`src/rtl/arm_preset_position_pid_top_defines.svh`:
```
// Assertion macros shared by the arm position controller RTL.
`ifndef ARM_PRESET_POSITION_PID_TOP_DEFINES_SVH
`define ARM_PRESET_POSITION_PID_TOP_DEFINES_SVH

`ifndef SYNTHESIS
// checked outside reset
`define APPID_ASSERT(lbl, prop, msg) \
  lbl: assert property (@(posedge clk) disable iff (rst) prop) else $error(msg);
// checked during reset as well
`define APPID_ASSERT_RST(lbl, prop, msg) \
  lbl: assert property (@(posedge clk) prop) else $error(msg);
`else
`define APPID_ASSERT(lbl, prop, msg)
`define APPID_ASSERT_RST(lbl, prop, msg)
`endif

`endif

```
`src/rtl/appid_pkg.sv`:
```
// Types, constants and helpers for the arm preset position controller.
package appid_pkg;

  localparam int GAIN_FRAC_BITS_DEF = 16;
  localparam int POSITION_BITS_DEF  = 24;

  localparam int CFG_INDEX_W = 4;
  localparam int CFG_DATA_W  = 18;

  typedef enum logic [CFG_INDEX_W-1:0] {
    REG_PROP_GAIN    = 4'd0,
    REG_INTEG_GAIN   = 4'd1,
    REG_DERIV_GAIN   = 4'd2,
    REG_INTEG_LIMIT  = 4'd3,
    REG_MAX_ANGLE    = 4'd4,
    REG_SCORE_CUTOFF = 4'd5,
    REG_JOG_STEP     = 4'd6,
    REG_DRIVE_LIMIT  = 4'd7
  } cfg_reg_e;

  localparam logic [17:0] PROP_GAIN_RST    = 18'd78643;
  localparam logic [15:0] INTEG_GAIN_RST   = 16'd3932;
  localparam logic [17:0] DERIV_GAIN_RST   = 18'd39322;
  localparam logic [12:0] INTEG_LIMIT_RST  = 13'd5000;
  localparam logic [15:0] MAX_ANGLE_RST    = 16'd25000;
  localparam logic [15:0] SCORE_CUTOFF_RST = 16'd13000;
  localparam logic [9:0]  JOG_STEP_RST     = 10'd200;
  localparam logic [13:0] DRIVE_LIMIT_RST  = 14'd12000;

  localparam logic signed [16:0] REST_ANGLE  = 17'sd300;
  localparam logic signed [16:0] SCORE_ANGLE = 17'sd14000;

  typedef enum logic [1:0] {
    PRESET_REST     = 2'd0,
    PRESET_GRAB     = 2'd1,
    PRESET_PRESCORE = 2'd2,
    PRESET_SCORE    = 2'd3
  } preset_e;

  // Per-tick control info that rides along with the PID operands.
  typedef struct packed {
    logic signed [16:0] target;
    logic [1:0]         preset;
    logic               score;     // bang-bang drive selected
    logic               score_on;  // angle below score cutoff
  } tick_info_t;

  function automatic logic signed [16:0] preset_angle(input logic [1:0] idx);
    logic signed [16:0] a;
    case (idx)
      PRESET_REST:     a = 17'sd300;
      PRESET_GRAB:     a = 17'sd3500;
      PRESET_PRESCORE: a = 17'sd8000;
      PRESET_SCORE:    a = 17'sd14000;
      default:         a = 17'sd300;
    endcase
    return a;
  endfunction

  function automatic logic [1:0] preset_step(input logic [1:0] idx);
    logic [1:0] n;
    case (idx)
      PRESET_REST:     n = PRESET_GRAB;
      PRESET_GRAB:     n = PRESET_PRESCORE;
      PRESET_PRESCORE: n = PRESET_SCORE;
      PRESET_SCORE:    n = PRESET_GRAB;
      default:         n = PRESET_GRAB;
    endcase
    return n;
  endfunction

endpackage

```
`src/rtl/appid_ctrl.sv`:
```
// Target/preset update, PID state and first pipeline register.
module appid_ctrl
  import appid_pkg::*;
#(
  parameter int POSITION_BITS = POSITION_BITS_DEF,
  parameter int EW = ((POSITION_BITS > 17) ? POSITION_BITS : 17) + 1
) (
  input  logic                       clk,
  input  logic                       rst,
  input  logic                       take,
  input  logic                       en1,
  input  logic signed [POSITION_BITS-1:0] arm_position,
  input  logic                       manual_btn,
  input  logic                       toggle_btn,
  input  logic                       store_btn,
  input  logic                       set_target_valid,
  input  logic signed [16:0]         set_target_value,
  input  logic [12:0]                integ_limit,
  input  logic [15:0]                max_angle,
  input  logic [15:0]                score_cutoff,
  input  logic [9:0]                 jog_step,
  output tick_info_t                 s1_info,
  output logic signed [EW-1:0]       s1_err,
  output logic signed [13:0]         s1_sum,
  output logic signed [EW:0]         s1_delta
);

  logic signed [16:0] target_angle_reg, target_next;
  logic [1:0]         preset_index, preset_next;
  logic               prev_toggle, prev_toggle_next;
  logic signed [13:0] error_sum, error_sum_next;
  logic signed [EW-1:0] last_error;

  logic signed [17:0] jog_up, jog_dn;
  logic signed [EW-1:0] pos_x, err;
  logic signed [EW:0]   sum_raw, il_x, delta;
  logic               score, score_on;

  always_comb begin
    jog_up           = 18'(target_angle_reg) + $signed({2'b00, jog_step});
    jog_dn           = 18'(target_angle_reg) - $signed({2'b00, jog_step});
    target_next      = target_angle_reg;
    preset_next      = preset_index;
    prev_toggle_next = prev_toggle;
    if (manual_btn) begin
      preset_next = PRESET_REST;
      if (toggle_btn) begin
        if (jog_up > $signed({2'b00, max_angle})) begin
          target_next = 17'($signed({1'b0, max_angle}));
        end else begin
          target_next = 17'(jog_up);
        end
      end else if (store_btn) begin
        if (jog_dn < 18'(REST_ANGLE)) begin
          target_next = REST_ANGLE;
        end else begin
          target_next = 17'(jog_dn);
        end
      end
    end else begin
      if (toggle_btn && !prev_toggle) begin
        preset_next = preset_step(preset_index);
        target_next = preset_angle(preset_next);
      end
      prev_toggle_next = toggle_btn;
      if (store_btn) begin
        preset_next = PRESET_REST;
        target_next = REST_ANGLE;
      end
    end
    if (set_target_valid) begin
      target_next = set_target_value;
    end
  end

  always_comb begin
    pos_x    = EW'(arm_position);
    score    = (target_next == SCORE_ANGLE);
    score_on = (pos_x < EW'($signed({1'b0, score_cutoff})));
    err      = EW'(target_next) - pos_x;
    delta    = (EW+1)'(err) - (EW+1)'(last_error);
    sum_raw  = (EW+1)'(error_sum) + (EW+1)'(err);
    il_x     = (EW+1)'($signed({1'b0, integ_limit}));
    if (sum_raw > il_x) begin
      error_sum_next = 14'(il_x);
    end else if (sum_raw < -il_x) begin
      error_sum_next = 14'(-il_x);
    end else begin
      error_sum_next = 14'(sum_raw);
    end
  end

  always_ff @(posedge clk) begin
    if (rst) begin
      target_angle_reg <= REST_ANGLE;
      preset_index     <= PRESET_REST;
      prev_toggle      <= 1'b0;
      error_sum        <= '0;
      last_error       <= '0;
    end else if (take) begin
      target_angle_reg <= target_next;
      preset_index     <= preset_next;
      prev_toggle      <= prev_toggle_next;
      // PID state holds while the bang-bang drive is in use
      if (!score) begin
        error_sum  <= error_sum_next;
        last_error <= err;
      end
    end
  end

  always_ff @(posedge clk) begin
    if (en1) begin
      s1_info.target   <= target_next;
      s1_info.preset   <= preset_next;
      s1_info.score    <= score;
      s1_info.score_on <= score_on;
      s1_err           <= err;
      s1_sum           <= error_sum_next;
      s1_delta         <= delta;
    end
  end

endmodule

```
`src/rtl/appid_mac.sv`:
```
// PID gain multiply, sum, floor shift and drive saturation (two stages).
module appid_mac
  import appid_pkg::*;
#(
  parameter int GAIN_FRAC_BITS = GAIN_FRAC_BITS_DEF,
  parameter int POSITION_BITS  = POSITION_BITS_DEF,
  parameter int EW = ((POSITION_BITS > 17) ? POSITION_BITS : 17) + 1
) (
  input  logic                 clk,
  input  logic                 en2,
  input  logic                 en_out,
  input  logic [17:0]          prop_gain,
  input  logic [15:0]          integ_gain,
  input  logic [17:0]          deriv_gain,
  input  logic [13:0]          drive_limit,
  input  tick_info_t           s1_info,
  input  logic signed [EW-1:0] s1_err,
  input  logic signed [13:0]   s1_sum,
  input  logic signed [EW:0]   s1_delta,
  output tick_info_t           out_info,
  output logic signed [14:0]   out_drive
);

  localparam int PW = EW + 19;
  localparam int IW = 31;
  localparam int DW = EW + 20;
  localparam int AW = DW + 2;

  tick_info_t s2_info;
  logic signed [PW-1:0] prod_p;
  logic signed [IW-1:0] prod_i;
  logic signed [DW-1:0] prod_d;
  logic signed [AW-1:0] acc, shifted, lim_x;
  logic signed [14:0]   drive_next;

  always_ff @(posedge clk) begin
    if (en2) begin
      s2_info <= s1_info;
      prod_p  <= $signed({1'b0, prop_gain}) * s1_err;
      prod_i  <= $signed({1'b0, integ_gain}) * s1_sum;
      prod_d  <= $signed({1'b0, deriv_gain}) * s1_delta;
    end
  end

  always_comb begin
    acc     = AW'(prod_p) + AW'(prod_i) + AW'(prod_d);
    shifted = acc >>> GAIN_FRAC_BITS;  // arithmetic shift floors
    lim_x   = AW'($signed({1'b0, drive_limit}));
    if (s2_info.score) begin
      drive_next = s2_info.score_on ? $signed({1'b0, drive_limit}) : '0;
    end else if (shifted > lim_x) begin
      drive_next = $signed({1'b0, drive_limit});
    end else if (shifted < -lim_x) begin
      drive_next = -$signed({1'b0, drive_limit});
    end else begin
      drive_next = 15'(shifted);
    end
  end

  always_ff @(posedge clk) begin
    if (en_out) begin
      out_info  <= s2_info;
      out_drive <= drive_next;
    end
  end

endmodule

```
`src/rtl/arm_preset_position_pid_top.sv`:
```
// Top level of the arm preset position controller with clamped-integral PID.
//
//  channel | dir | handshake          | content
//  s_*     | in  | s_tvalid/s_tready  | one control tick: position and buttons
//  m_*     | out | m_tvalid/m_tready  | drive, target, preset, score flag
//  cfg_*   | in  | cfg_valid/cfg_ready| register index and write data
//
// One tick per cycle sustained over three register stages while the output is not stalled;
// the valid bit of an accepted tick passes through s1_valid and s2_valid into m_tvalid.
// Target, preset and PID state update in the accept cycle itself, so ticks may follow
// back to back; gains multiply in stage 2, sum and saturation in stage 3. Synchronous
// reset loads the rest target and register defaults. A stalled output holds each stage
// in turn; input stalls only when all are full.
`include "arm_preset_position_pid_top_defines.svh"

module arm_preset_position_pid_top
  import appid_pkg::*;
#(
  parameter int GAIN_FRAC_BITS = GAIN_FRAC_BITS_DEF,
  parameter int POSITION_BITS  = POSITION_BITS_DEF,
  localparam int IN_BITS  = POSITION_BITS + 21,
  localparam int IN_W     = ((IN_BITS + 7) / 8) * 8,
  localparam int OUT_BITS = 34,
  localparam int OUT_W    = ((OUT_BITS + 7) / 8) * 8,
  localparam int EW = ((POSITION_BITS > 17) ? POSITION_BITS : 17) + 1
) (
  input  logic                   clk,
  input  logic                   rst,
  input  logic                   s_tvalid,
  output logic                   s_tready,
  // arm_position, manual_btn, toggle_btn, store_btn, set_target_valid,
  // set_target_value, zero fill
  input  logic [IN_W-1:0]        s_tdata,
  output logic                   m_tvalid,
  input  logic                   m_tready,
  // drive_mv[14:0], target_angle[31:15], preset_now[33:32], zero fill
  output logic [OUT_W-1:0]       m_tdata,
  // score_active
  output logic                   m_tuser,
  input  logic                   cfg_valid,
  output logic                   cfg_ready,
  input  logic [CFG_INDEX_W-1:0] cfg_index,
  input  logic [CFG_DATA_W-1:0]  cfg_data
);

  logic [17:0] prop_gain;
  logic [15:0] integ_gain;
  logic [17:0] deriv_gain;
  logic [12:0] integ_limit;
  logic [15:0] max_angle;
  logic [15:0] score_cutoff;
  logic [9:0]  jog_step;
  logic [13:0] drive_limit;

  logic s1_valid, s2_valid;
  logic en1, en2, en_out, take;

  tick_info_t            s1_info, out_info;
  logic signed [EW-1:0]  s1_err;
  logic signed [13:0]    s1_sum;
  logic signed [EW:0]    s1_delta;
  logic signed [14:0]    out_drive;

  assign cfg_ready = 1'b1;

  always_ff @(posedge clk) begin
    if (rst) begin
      prop_gain    <= PROP_GAIN_RST;
      integ_gain   <= INTEG_GAIN_RST;
      deriv_gain   <= DERIV_GAIN_RST;
      integ_limit  <= INTEG_LIMIT_RST;
      max_angle    <= MAX_ANGLE_RST;
      score_cutoff <= SCORE_CUTOFF_RST;
      jog_step     <= JOG_STEP_RST;
      drive_limit  <= DRIVE_LIMIT_RST;
    end else if (cfg_valid && cfg_ready) begin
      case (cfg_index)
        REG_PROP_GAIN:    prop_gain    <= cfg_data[17:0];
        REG_INTEG_GAIN:   integ_gain   <= cfg_data[15:0];
        REG_DERIV_GAIN:   deriv_gain   <= cfg_data[17:0];
        REG_INTEG_LIMIT:  integ_limit  <= cfg_data[12:0];
        REG_MAX_ANGLE:    max_angle    <= cfg_data[15:0];
        REG_SCORE_CUTOFF: score_cutoff <= cfg_data[15:0];
        REG_JOG_STEP:     jog_step     <= cfg_data[9:0];
        REG_DRIVE_LIMIT:  drive_limit  <= cfg_data[13:0];
        default: ;  // unknown index: write dropped
      endcase
    end
  end

  // each stage moves when the one after it is empty or moving
  assign en_out   = !m_tvalid || m_tready;
  assign en2      = !s2_valid || en_out;
  assign en1      = !s1_valid || en2;
  assign s_tready = en1;
  assign take     = s_tvalid && en1;

  always_ff @(posedge clk) begin
    if (rst) begin
      s1_valid <= 1'b0;
      s2_valid <= 1'b0;
      m_tvalid <= 1'b0;
    end else begin
      if (en1)    s1_valid <= take;
      if (en2)    s2_valid <= s1_valid;
      if (en_out) m_tvalid <= s2_valid;
    end
  end

  appid_ctrl #(
    .POSITION_BITS(POSITION_BITS),
    .EW(EW)
  ) u_ctrl (
    .clk              (clk),
    .rst              (rst),
    .take             (take),
    .en1              (en1),
    .arm_position     ($signed(s_tdata[POSITION_BITS-1:0])),
    .manual_btn       (s_tdata[POSITION_BITS]),
    .toggle_btn       (s_tdata[POSITION_BITS+1]),
    .store_btn        (s_tdata[POSITION_BITS+2]),
    .set_target_valid (s_tdata[POSITION_BITS+3]),
    .set_target_value ($signed(s_tdata[POSITION_BITS+20:POSITION_BITS+4])),
    .integ_limit      (integ_limit),
    .max_angle        (max_angle),
    .score_cutoff     (score_cutoff),
    .jog_step         (jog_step),
    .s1_info          (s1_info),
    .s1_err           (s1_err),
    .s1_sum           (s1_sum),
    .s1_delta         (s1_delta)
  );

  appid_mac #(
    .GAIN_FRAC_BITS(GAIN_FRAC_BITS),
    .POSITION_BITS (POSITION_BITS),
    .EW            (EW)
  ) u_mac (
    .clk         (clk),
    .en2         (en2),
    .en_out      (en_out),
    .prop_gain   (prop_gain),
    .integ_gain  (integ_gain),
    .deriv_gain  (deriv_gain),
    .drive_limit (drive_limit),
    .s1_info     (s1_info),
    .s1_err      (s1_err),
    .s1_sum      (s1_sum),
    .s1_delta    (s1_delta),
    .out_info    (out_info),
    .out_drive   (out_drive)
  );

  assign m_tdata = {(OUT_W - OUT_BITS)'(0), out_info.preset, out_info.target, out_drive};
  assign m_tuser = out_info.score;

  `APPID_ASSERT(a_drive_in_limit,
    m_tvalid |-> ((out_drive <= $signed({1'b0, drive_limit})) &&
                  (out_drive >= -$signed({1'b0, drive_limit}))),
    "drive beyond saturation limit")
  `APPID_ASSERT(a_score_target,
    (m_tvalid && m_tuser) |-> (out_info.target == SCORE_ANGLE),
    "score drive without score target")
  `APPID_ASSERT(a_ready_when_empty, !m_tvalid |-> s_tready, "input stalled with output empty")
  `APPID_ASSERT_RST(a_reset_clears,
    rst |=> (!m_tvalid && !s1_valid && !s2_valid),
    "pipeline valid after reset")

endmodule
```
`config.mk`:
```
export PLATFORM = sky130hd
export DESIGN_NAME = arm_preset_position_pid_top
export DESIGN_NICKNAME = d
export VERILOG_FILES = /design/src/rtl/appid_pkg.sv /design/src/rtl/appid_ctrl.sv /design/src/rtl/appid_mac.sv /design/src/rtl/arm_preset_position_pid_top.sv
export VERILOG_INCLUDE_DIRS = /design/src /design/src/rtl
export SDC_FILE = /design/constraint.sdc
export NUM_CORES = 2
export LEC_CHECK = 0
export ABC_AREA = 1
export BUFFER_PORTS_ARGS = -buffer_cell sky130_fd_sc_hd__buf_2
export CAP_MARGIN = 0
export CORE_AREA = 2 2 376 378
export CTS_BUF_LIST = sky130_fd_sc_hd__clkbuf_16
export DETAILED_ROUTE_END_ITERATION = 6
export DIE_AREA = 0 0 378 380
export PLACE_DENSITY = 0.66
export SLEW_MARGIN = 5
export SYNTH_ARGS = -nofsm -noshare
export SYNTH_HDL_FRONTEND = slang
export SYNTH_SLANG_ARGS = --single-unit
```
`constraint.sdc`:
```
create_clock -name clk -period 10.8 [get_ports clk]
set_input_delay 0 -clock clk [delete_from_list [all_inputs] [get_ports clk]]
set_output_delay 0 -clock clk [all_outputs]
set_load 0.01 [all_outputs]
```
Word level (Yosys, flattened, before mapping)
Index checks and enable logic that the tools add are counted.

Bits of input ports: 75. Output and inout port bits: 44. Logic and storage cells: 114. Bits in registers: 445.

Muxes and demuxes: 21. $add $sub $neg: 10. Equal/unequal tests: 14. Magnitude comparators: 7. Bitwise operators: 2. Multiply operators: 3. Reductions and logical operators: 23.

Operator list (count): 17-bit 2-to-1 mux (8); 17-bit case mux with 4 select lines (1); 31-bit by 47-bit less-than comparator with 1-bit output (1); 14-bit negator with 47-bit output (1); 45-bit by 45-bit adder with 46-bit output (1); 44-bit by 31-bit adder with 45-bit output (1); 19-bit by 26-bit multiplier with 45-bit output (1); 15-bit 2-to-1 mux (3); 19-bit by 25-bit multiplier with 44-bit output (1); 14-bit 2-to-1 mux (3); 31-bit by 15-bit > comparator with 1-bit output (1); 17-bit by 14-bit multiplier with 31-bit output (1); 14-bit by 25-bit adder with 26-bit output (1); 26-bit by 14-bit > comparator with 1-bit output (1); 26-bit less-than comparator (1); 13-bit negator with 26-bit output (1); 25-bit by 25-bit subtractor with 26-bit output (1); 17-bit by 24-bit subtractor with 25-bit output (1); 24-bit by 17-bit less-than comparator with 1-bit output (1); 2-bit AND reduction (10); 17-bit by 11-bit adder with 18-bit output (1); 18-bit by 17-bit > comparator with 1-bit output (1); 18-bit by 10-bit less-than comparator with 1-bit output, second input constant (1); 17-bit by 11-bit subtractor with 18-bit output (1); other kinds (16) (36).

Longest topological paths before layout
Depth in word-level cells: 16. Mapped depth: 70. Mapped depth without buffers: 69.

By module
From an unflattened synthesis, not the netlist that was laid out.

Cells, all modules: 9124. Area total of the unflattened synthesis: 71452.3 um^2.

By module, submodules not included: appid_mac (area an instance 52895.7 um^2, seq. area each 5315.1 um^2, times used 1, cells each 6477); appid_ctrl (area an instance 13745.7 um^2, seq. area each 3763.6 um^2, times used 1, cells each 1971); arm_preset_position_pid_top (area an instance 4810.9 um^2, seq. area each 2482.4 um^2, times used 1, cells each 676).

Least setup slack after synthesis
OpenSTA, ideal clock, no wires.

Path type: reg2reg. Start: register jog_step[2]. End: register u_ctrl.s1_sum[0] (data pin). Data arrival time: 8003 ps. Setup slack: 2538 ps. Stages on the path, launching flop included: 66. Library setup time: 259 ps. Buffers on the path: 3. Path through: dfxtp_1 -> inv_1 -> ha_1 -> buf_6 -> inv_2 -> a21oi_1 -> nand2_1 -> a21oi_1 -> o21ai_0 -> xor2_1 -> inv_1 -> ha_1 -> nand2_1 -> nor2_1 -> nand3_1 -> nand3_1 -> nand2_1 -> nand2_1 -> [... 30 more ...] -> o21ai_0 -> a21oi_1 -> nand2_1 -> nand3_1 -> nand3_1 -> nand2_1 -> inv_1 -> nand2_1 -> nand2_1 -> nand2_1 -> nand2_1 -> nand2_1 -> nand2_1 -> buf_4 -> nand2_1 -> nand2_1 -> o21ai_0 -> inv_1.

Word-level cells in the longest chain between the ends: 12. Elaborated cells between the ends (all ways): 16.

Ends and longest elaborated chain: start, declared (line arm_preset_position_pid_top.sv:52) `logic [9:0] jog_step;`; start signal, assigned (line arm_preset_position_pid_top.sv:84) `REG_JOG_STEP: jog_step <= cfg_data[9:0];`; 17-bit by 11-bit subtractor with 18-bit output (line appid_ctrl.sv:41) `jog_dn = 18'(target_angle_reg) - $signed({2'b00, jog_step});`; 18-bit by 10-bit less-than comparator with 1-bit output (line appid_ctrl.sv:54) `if (jog_dn < 18'(REST_ANGLE)) begin`; 17-bit 2-to-1 mux (line appid_ctrl.sv:54); 17-bit 2-to-1 mux (line appid_ctrl.sv:53) `end else if (store_btn) begin`; 17-bit 2-to-1 mux * (line appid_ctrl.sv:47) `if (toggle_btn) begin`; 17-bit 2-to-1 mux * (line appid_ctrl.sv:45) `if (manual_btn) begin`; 17-bit 2-to-1 mux * (line appid_ctrl.sv:71) `if (set_target_valid) begin`; net u_ctrl.target_next[2] (line appid_ctrl.sv:28) `logic signed [16:0] target_angle_reg, target_next;`; 17-bit by 24-bit subtractor with 25-bit output * (line appid_ctrl.sv:80) `err = EW'(target_next) - pos_x;`; net u_ctrl.err[11] (line appid_ctrl.sv:35) `logic signed [EW-1:0] pos_x, err;`; 14-bit by 25-bit adder with 26-bit output * (line appid_ctrl.sv:82) `sum_raw = (EW+1)'(error_sum) + (EW+1)'(err);`; 26-bit less-than comparator (line appid_ctrl.sv:86) `end else if (sum_raw < -il_x) begin`; 14-bit 2-to-1 mux (line appid_ctrl.sv:86); 14-bit 2-to-1 mux * (line appid_ctrl.sv:84) `if (sum_raw > il_x) begin`; net u_ctrl.error_sum_next[0] (line appid_ctrl.sv:31) `logic signed [13:0] error_sum, error_sum_next;`; end signal, assigned (line appid_ctrl.sv:119) `s1_sum <= error_sum_next;`; end, declared (line appid_ctrl.sv:24) `output logic signed [13:0] s1_sum,`.

The timed path passes the listed nets; every way through them passes the cells marked *. A chain may end at the register's enable or synchronous reset.

Worst setup path in the final report
Start: register u_ctrl.target_angle_reg[0]. End: register u_ctrl.error_sum[4].

Word-level cells in the longest chain between the ends: 12. Elaborated cells between the ends (all ways): 21.

Ends and longest elaborated chain: start, declared (line appid_ctrl.sv:28); start signal, assigned (line appid_ctrl.sv:101) `target_angle_reg <= target_next;`; 17-bit by 11-bit subtractor with 18-bit output (line appid_ctrl.sv:41); 18-bit by 10-bit less-than comparator with 1-bit output (line appid_ctrl.sv:54); 17-bit 2-to-1 mux (line appid_ctrl.sv:54); 17-bit 2-to-1 mux (line appid_ctrl.sv:53); 17-bit 2-to-1 mux * (line appid_ctrl.sv:47); 17-bit 2-to-1 mux * (line appid_ctrl.sv:45); 17-bit 2-to-1 mux * (line appid_ctrl.sv:71); net u_ctrl.target_next[2] (line appid_ctrl.sv:28); 17-bit by 24-bit subtractor with 25-bit output * (line appid_ctrl.sv:80); net u_ctrl.err[5] (line appid_ctrl.sv:35); 14-bit by 25-bit adder with 26-bit output * (line appid_ctrl.sv:82); 26-bit less-than comparator (line appid_ctrl.sv:86); 14-bit 2-to-1 mux (line appid_ctrl.sv:86); 14-bit 2-to-1 mux * (line appid_ctrl.sv:84); net u_ctrl.error_sum_next[4] (line appid_ctrl.sv:31); end signal, assigned (line appid_ctrl.sv:106) `error_sum <= error_sum_next;`; end, declared (line appid_ctrl.sv:31).

Marks and branches as above.

==> run_results.csv <==
group,metric,value,unit
sta,fmax,102.9,MHz
yosys,synth-edff-count,262,
worst_setup_path,worst_path_max_delay_cell,"o21ai_0",
drt,drt_iter0_markers,4172,
die,die_w,378,µm
yosys,post-synth-top-area-fraction,0.3229,
drt,dr.pass1.iters,6,
sta,period_share,0.9001,
yosys,ys_ff_latch,445,
place,gp_congestion,0.9488,
layout,reg.largest.list,"u_mac.prod_d (45), u_mac.prod_p (44), u_mac.prod_i (31)",
clock_network,path_clk_slew,70,ps
sta,fin_setup_tns,0,ps
clock_network,htreeDepth,2,
worst_setup_path,crit_arrival,10270,ps
clock_network,cts_made_buffers,51,
layout,syn_to_final_growth,6.285,%
yosys,synthCells,8568,
yosys,synth.distinct_cells,64,
grt,antenna_found_initial,11,
clock_network,root_buffer,"clkbuf_16",
clock_network,clock_sinks,445,
place,io_buffers,108,
worst_setup_path,worstPathMaxFanout,18,
sta,clock_skew,64.82,ps
clock_network,clkLatencyLatePin,680,ps
yosys,synth_most_common_cell,"inv_1",
grt,grt_pass1_vias,57900,
drt,via_per_inst,5.280,
grt,overflow,0,
yosys,yosys_warnings,0,
drt,vias,55090,
die,start_util,0.4993,
die,die_h,380,µm
yosys,synth.area.top_cells,"fa_1 (32%), edfxtp_1 (11%), inv_1 (11%), ha_1 (11%), nand2_1 (11%)",
yosys,async_flop_share,0,
sta,slew-limit-headroom,0.1199,
die,num_rows,137,
grt,gr-usage-all-layers,0.2832,
layout,drive_gt1_frac,0.04757,
layout,largest_register_ffs,45,
yosys,syn_area_per_cell,8.112,µm²
status,status,"completed",
drt,antenna_left,0,
place,dp.cells,10280,
drt,routed_wl,199.1,mm
drt,post-route-drc-count,0,
worst_setup_path,critical_path.max_stage_delay,610,ps
layout,fin_cells,10430,
die,core-area,139200,µm²
worst_setup_path,cp.required,11350,ps
grt,grt_max_degree,91,
worst_setup_path,critPathMostFrequentCell,"nand2_1",
die,die-area,143600,µm²
worst_setup_path,path_class,"reg -> reg",
yosys,yosysTopAreaCell,"fa_1",
flow_run,cap_violations,0,
yosys,synthFlopType,"edfxtp_1",
worst_setup_path,cp-start-kind,"flop",
layout,top_register,"u_mac.prod_d",
grt,grt_pass1_wl,319.7,mm
sta,worstMarginPinSlew,1318,ps
hold_path,holdCritPathClass,"in -> reg",
yosys,synth_top_cells_by_count,"inv_1 (2061), nand2_1 (2009), fa_1 (1121)",
worst_setup_path,cp-end-kind,"flop",
drt,detail_route.wl_per_cell,19.09,µm
clock_network,cts_tree,"yes",
die,io_pins,119,
yosys,yosysSeqAreaShare,0.1659,
sta,slew_viol_final,0,
place,hpwl,161.7,mm
sta,finalSetupViolCount,0,
sta,rsz0062_at_grt,"no",
yosys,synthesis.area,69500,µm²
layout,nets,10320,
clock_network,cts_buffer_depth,3,
sta,final-hold-violation-count,0,
sta,fin_crit,9721,ps
timing repair:
item,in CTS,in global routing
setup buffers,0,1
endpoints found under the setup margin,0,28
hold buffers,54,0
resized for setup,0,17
endpoints found under the hold margin,152,0
final cells by class:
type | instances | area (µm²)
Inverter | 2086 | 7841
Clock buffer | 51 | 1276
Antenna cell | 1 | 2.502
Multi-Input combinational cell | 5689 | 48800
Tap cell | 1876 | 2347
Clock inverter | 45 | 411.6
Timing Repair Buffer | 239 | 1659
Fill cell | 13200 | 65320
Sequential cell | 445 | 11530
kinds of logic after synthesis:
logic type,synth area share
simple gates,0.1617
other cells,0.0001081
buf+inv,0.1335
flops,0.1659
compound gates,0.07532
xor+xnor,0.03075
fa+ha+maj,0.4327
layout by cell type (no fill, tap or decap), types with 18 or more instances in the layout:
master and count:
xnor2_1 76, a21o_1 18, a31oi_1 39, nand2_1 2005, or2_2 28, o21ai_0 262
nand3b_1 26, nor3_1 48, a21oi_2 38, edfxtp_1 262, dfxtp_1 183, dlygate4sd3_1 54
nand4_1 39, xor2_1 161, ha_1 609, nand3_1 221, o21a_1 21, inv_1 2061
a21oi_1 445, buf_4 77, fa_1 1121, clkbuf_16 51, nor2_1 353, buf_2 108
worst max-delay path: cells and delay by family (launching register included):
family	cells	cell delay (ps)
buf+inv	7	590
simple gates	36	3220
fa+ha+maj	6	2000
compound gates	11	2200
flops	1	460
xor+xnor	3	1100
per-stage QoR:
stage	utilization	area [µm²]	worst slack (ps)	hold slack [ps]
5_1_grt	0.5307	73870	18.02	47.80
6_report	0.5307	73870	1079	52.24
4_1_cts	0.5301	73790	583.7	8.572
3_3_place_gp	0.5141	71560	841.5	324.3
3_5_place_dp	0.5141	71560	613.8	330.5
2_1_floorplan	-	69520	2538	126.4
path summary, 6_finish.rpt:
check | slack [ps] | cells after the start | endpoint | startpoint
worst min register to register | 420 | 0 | u_mac.s2_info[16]$_DFFE_PP_ | u_ctrl.s1_info[16]$_DFFE_PN_
worst max register to register | 1080 | 63 | u_ctrl.error_sum[4]$_SDFFE_PP0P_ | u_ctrl.target_angle_reg[0]$_SDFFE_PP0P_
worst max-delay path | 1080 | 63 | u_ctrl.error_sum[4]$_SDFFE_PP0P_ | u_ctrl.target_angle_reg[0]$_SDFFE_PP0P_
worst min-delay path | 50 | 4 | u_ctrl.s1_err[19]$_DFFE_PN_ | s_tdata[19]
routing by layer:
| layer | up-vias | wire, µm | track usage |
|---|---|---|---|
| met1 | 27100 | 85520 | 0.3880 |
| met5 | - | 80 | 0 |
| met4 | 10 | 5726 | 0.07548 |
| met2 | 1989 | 91600 | 0.4615 |
| met3 | 333 | 16200 | 0.05193 |
| li1 | 25660 | - | - |
Power is left out: the tool's default activity adds up to more than one toggle a clock period on the data nets, which glitch-free logic cannot reach.
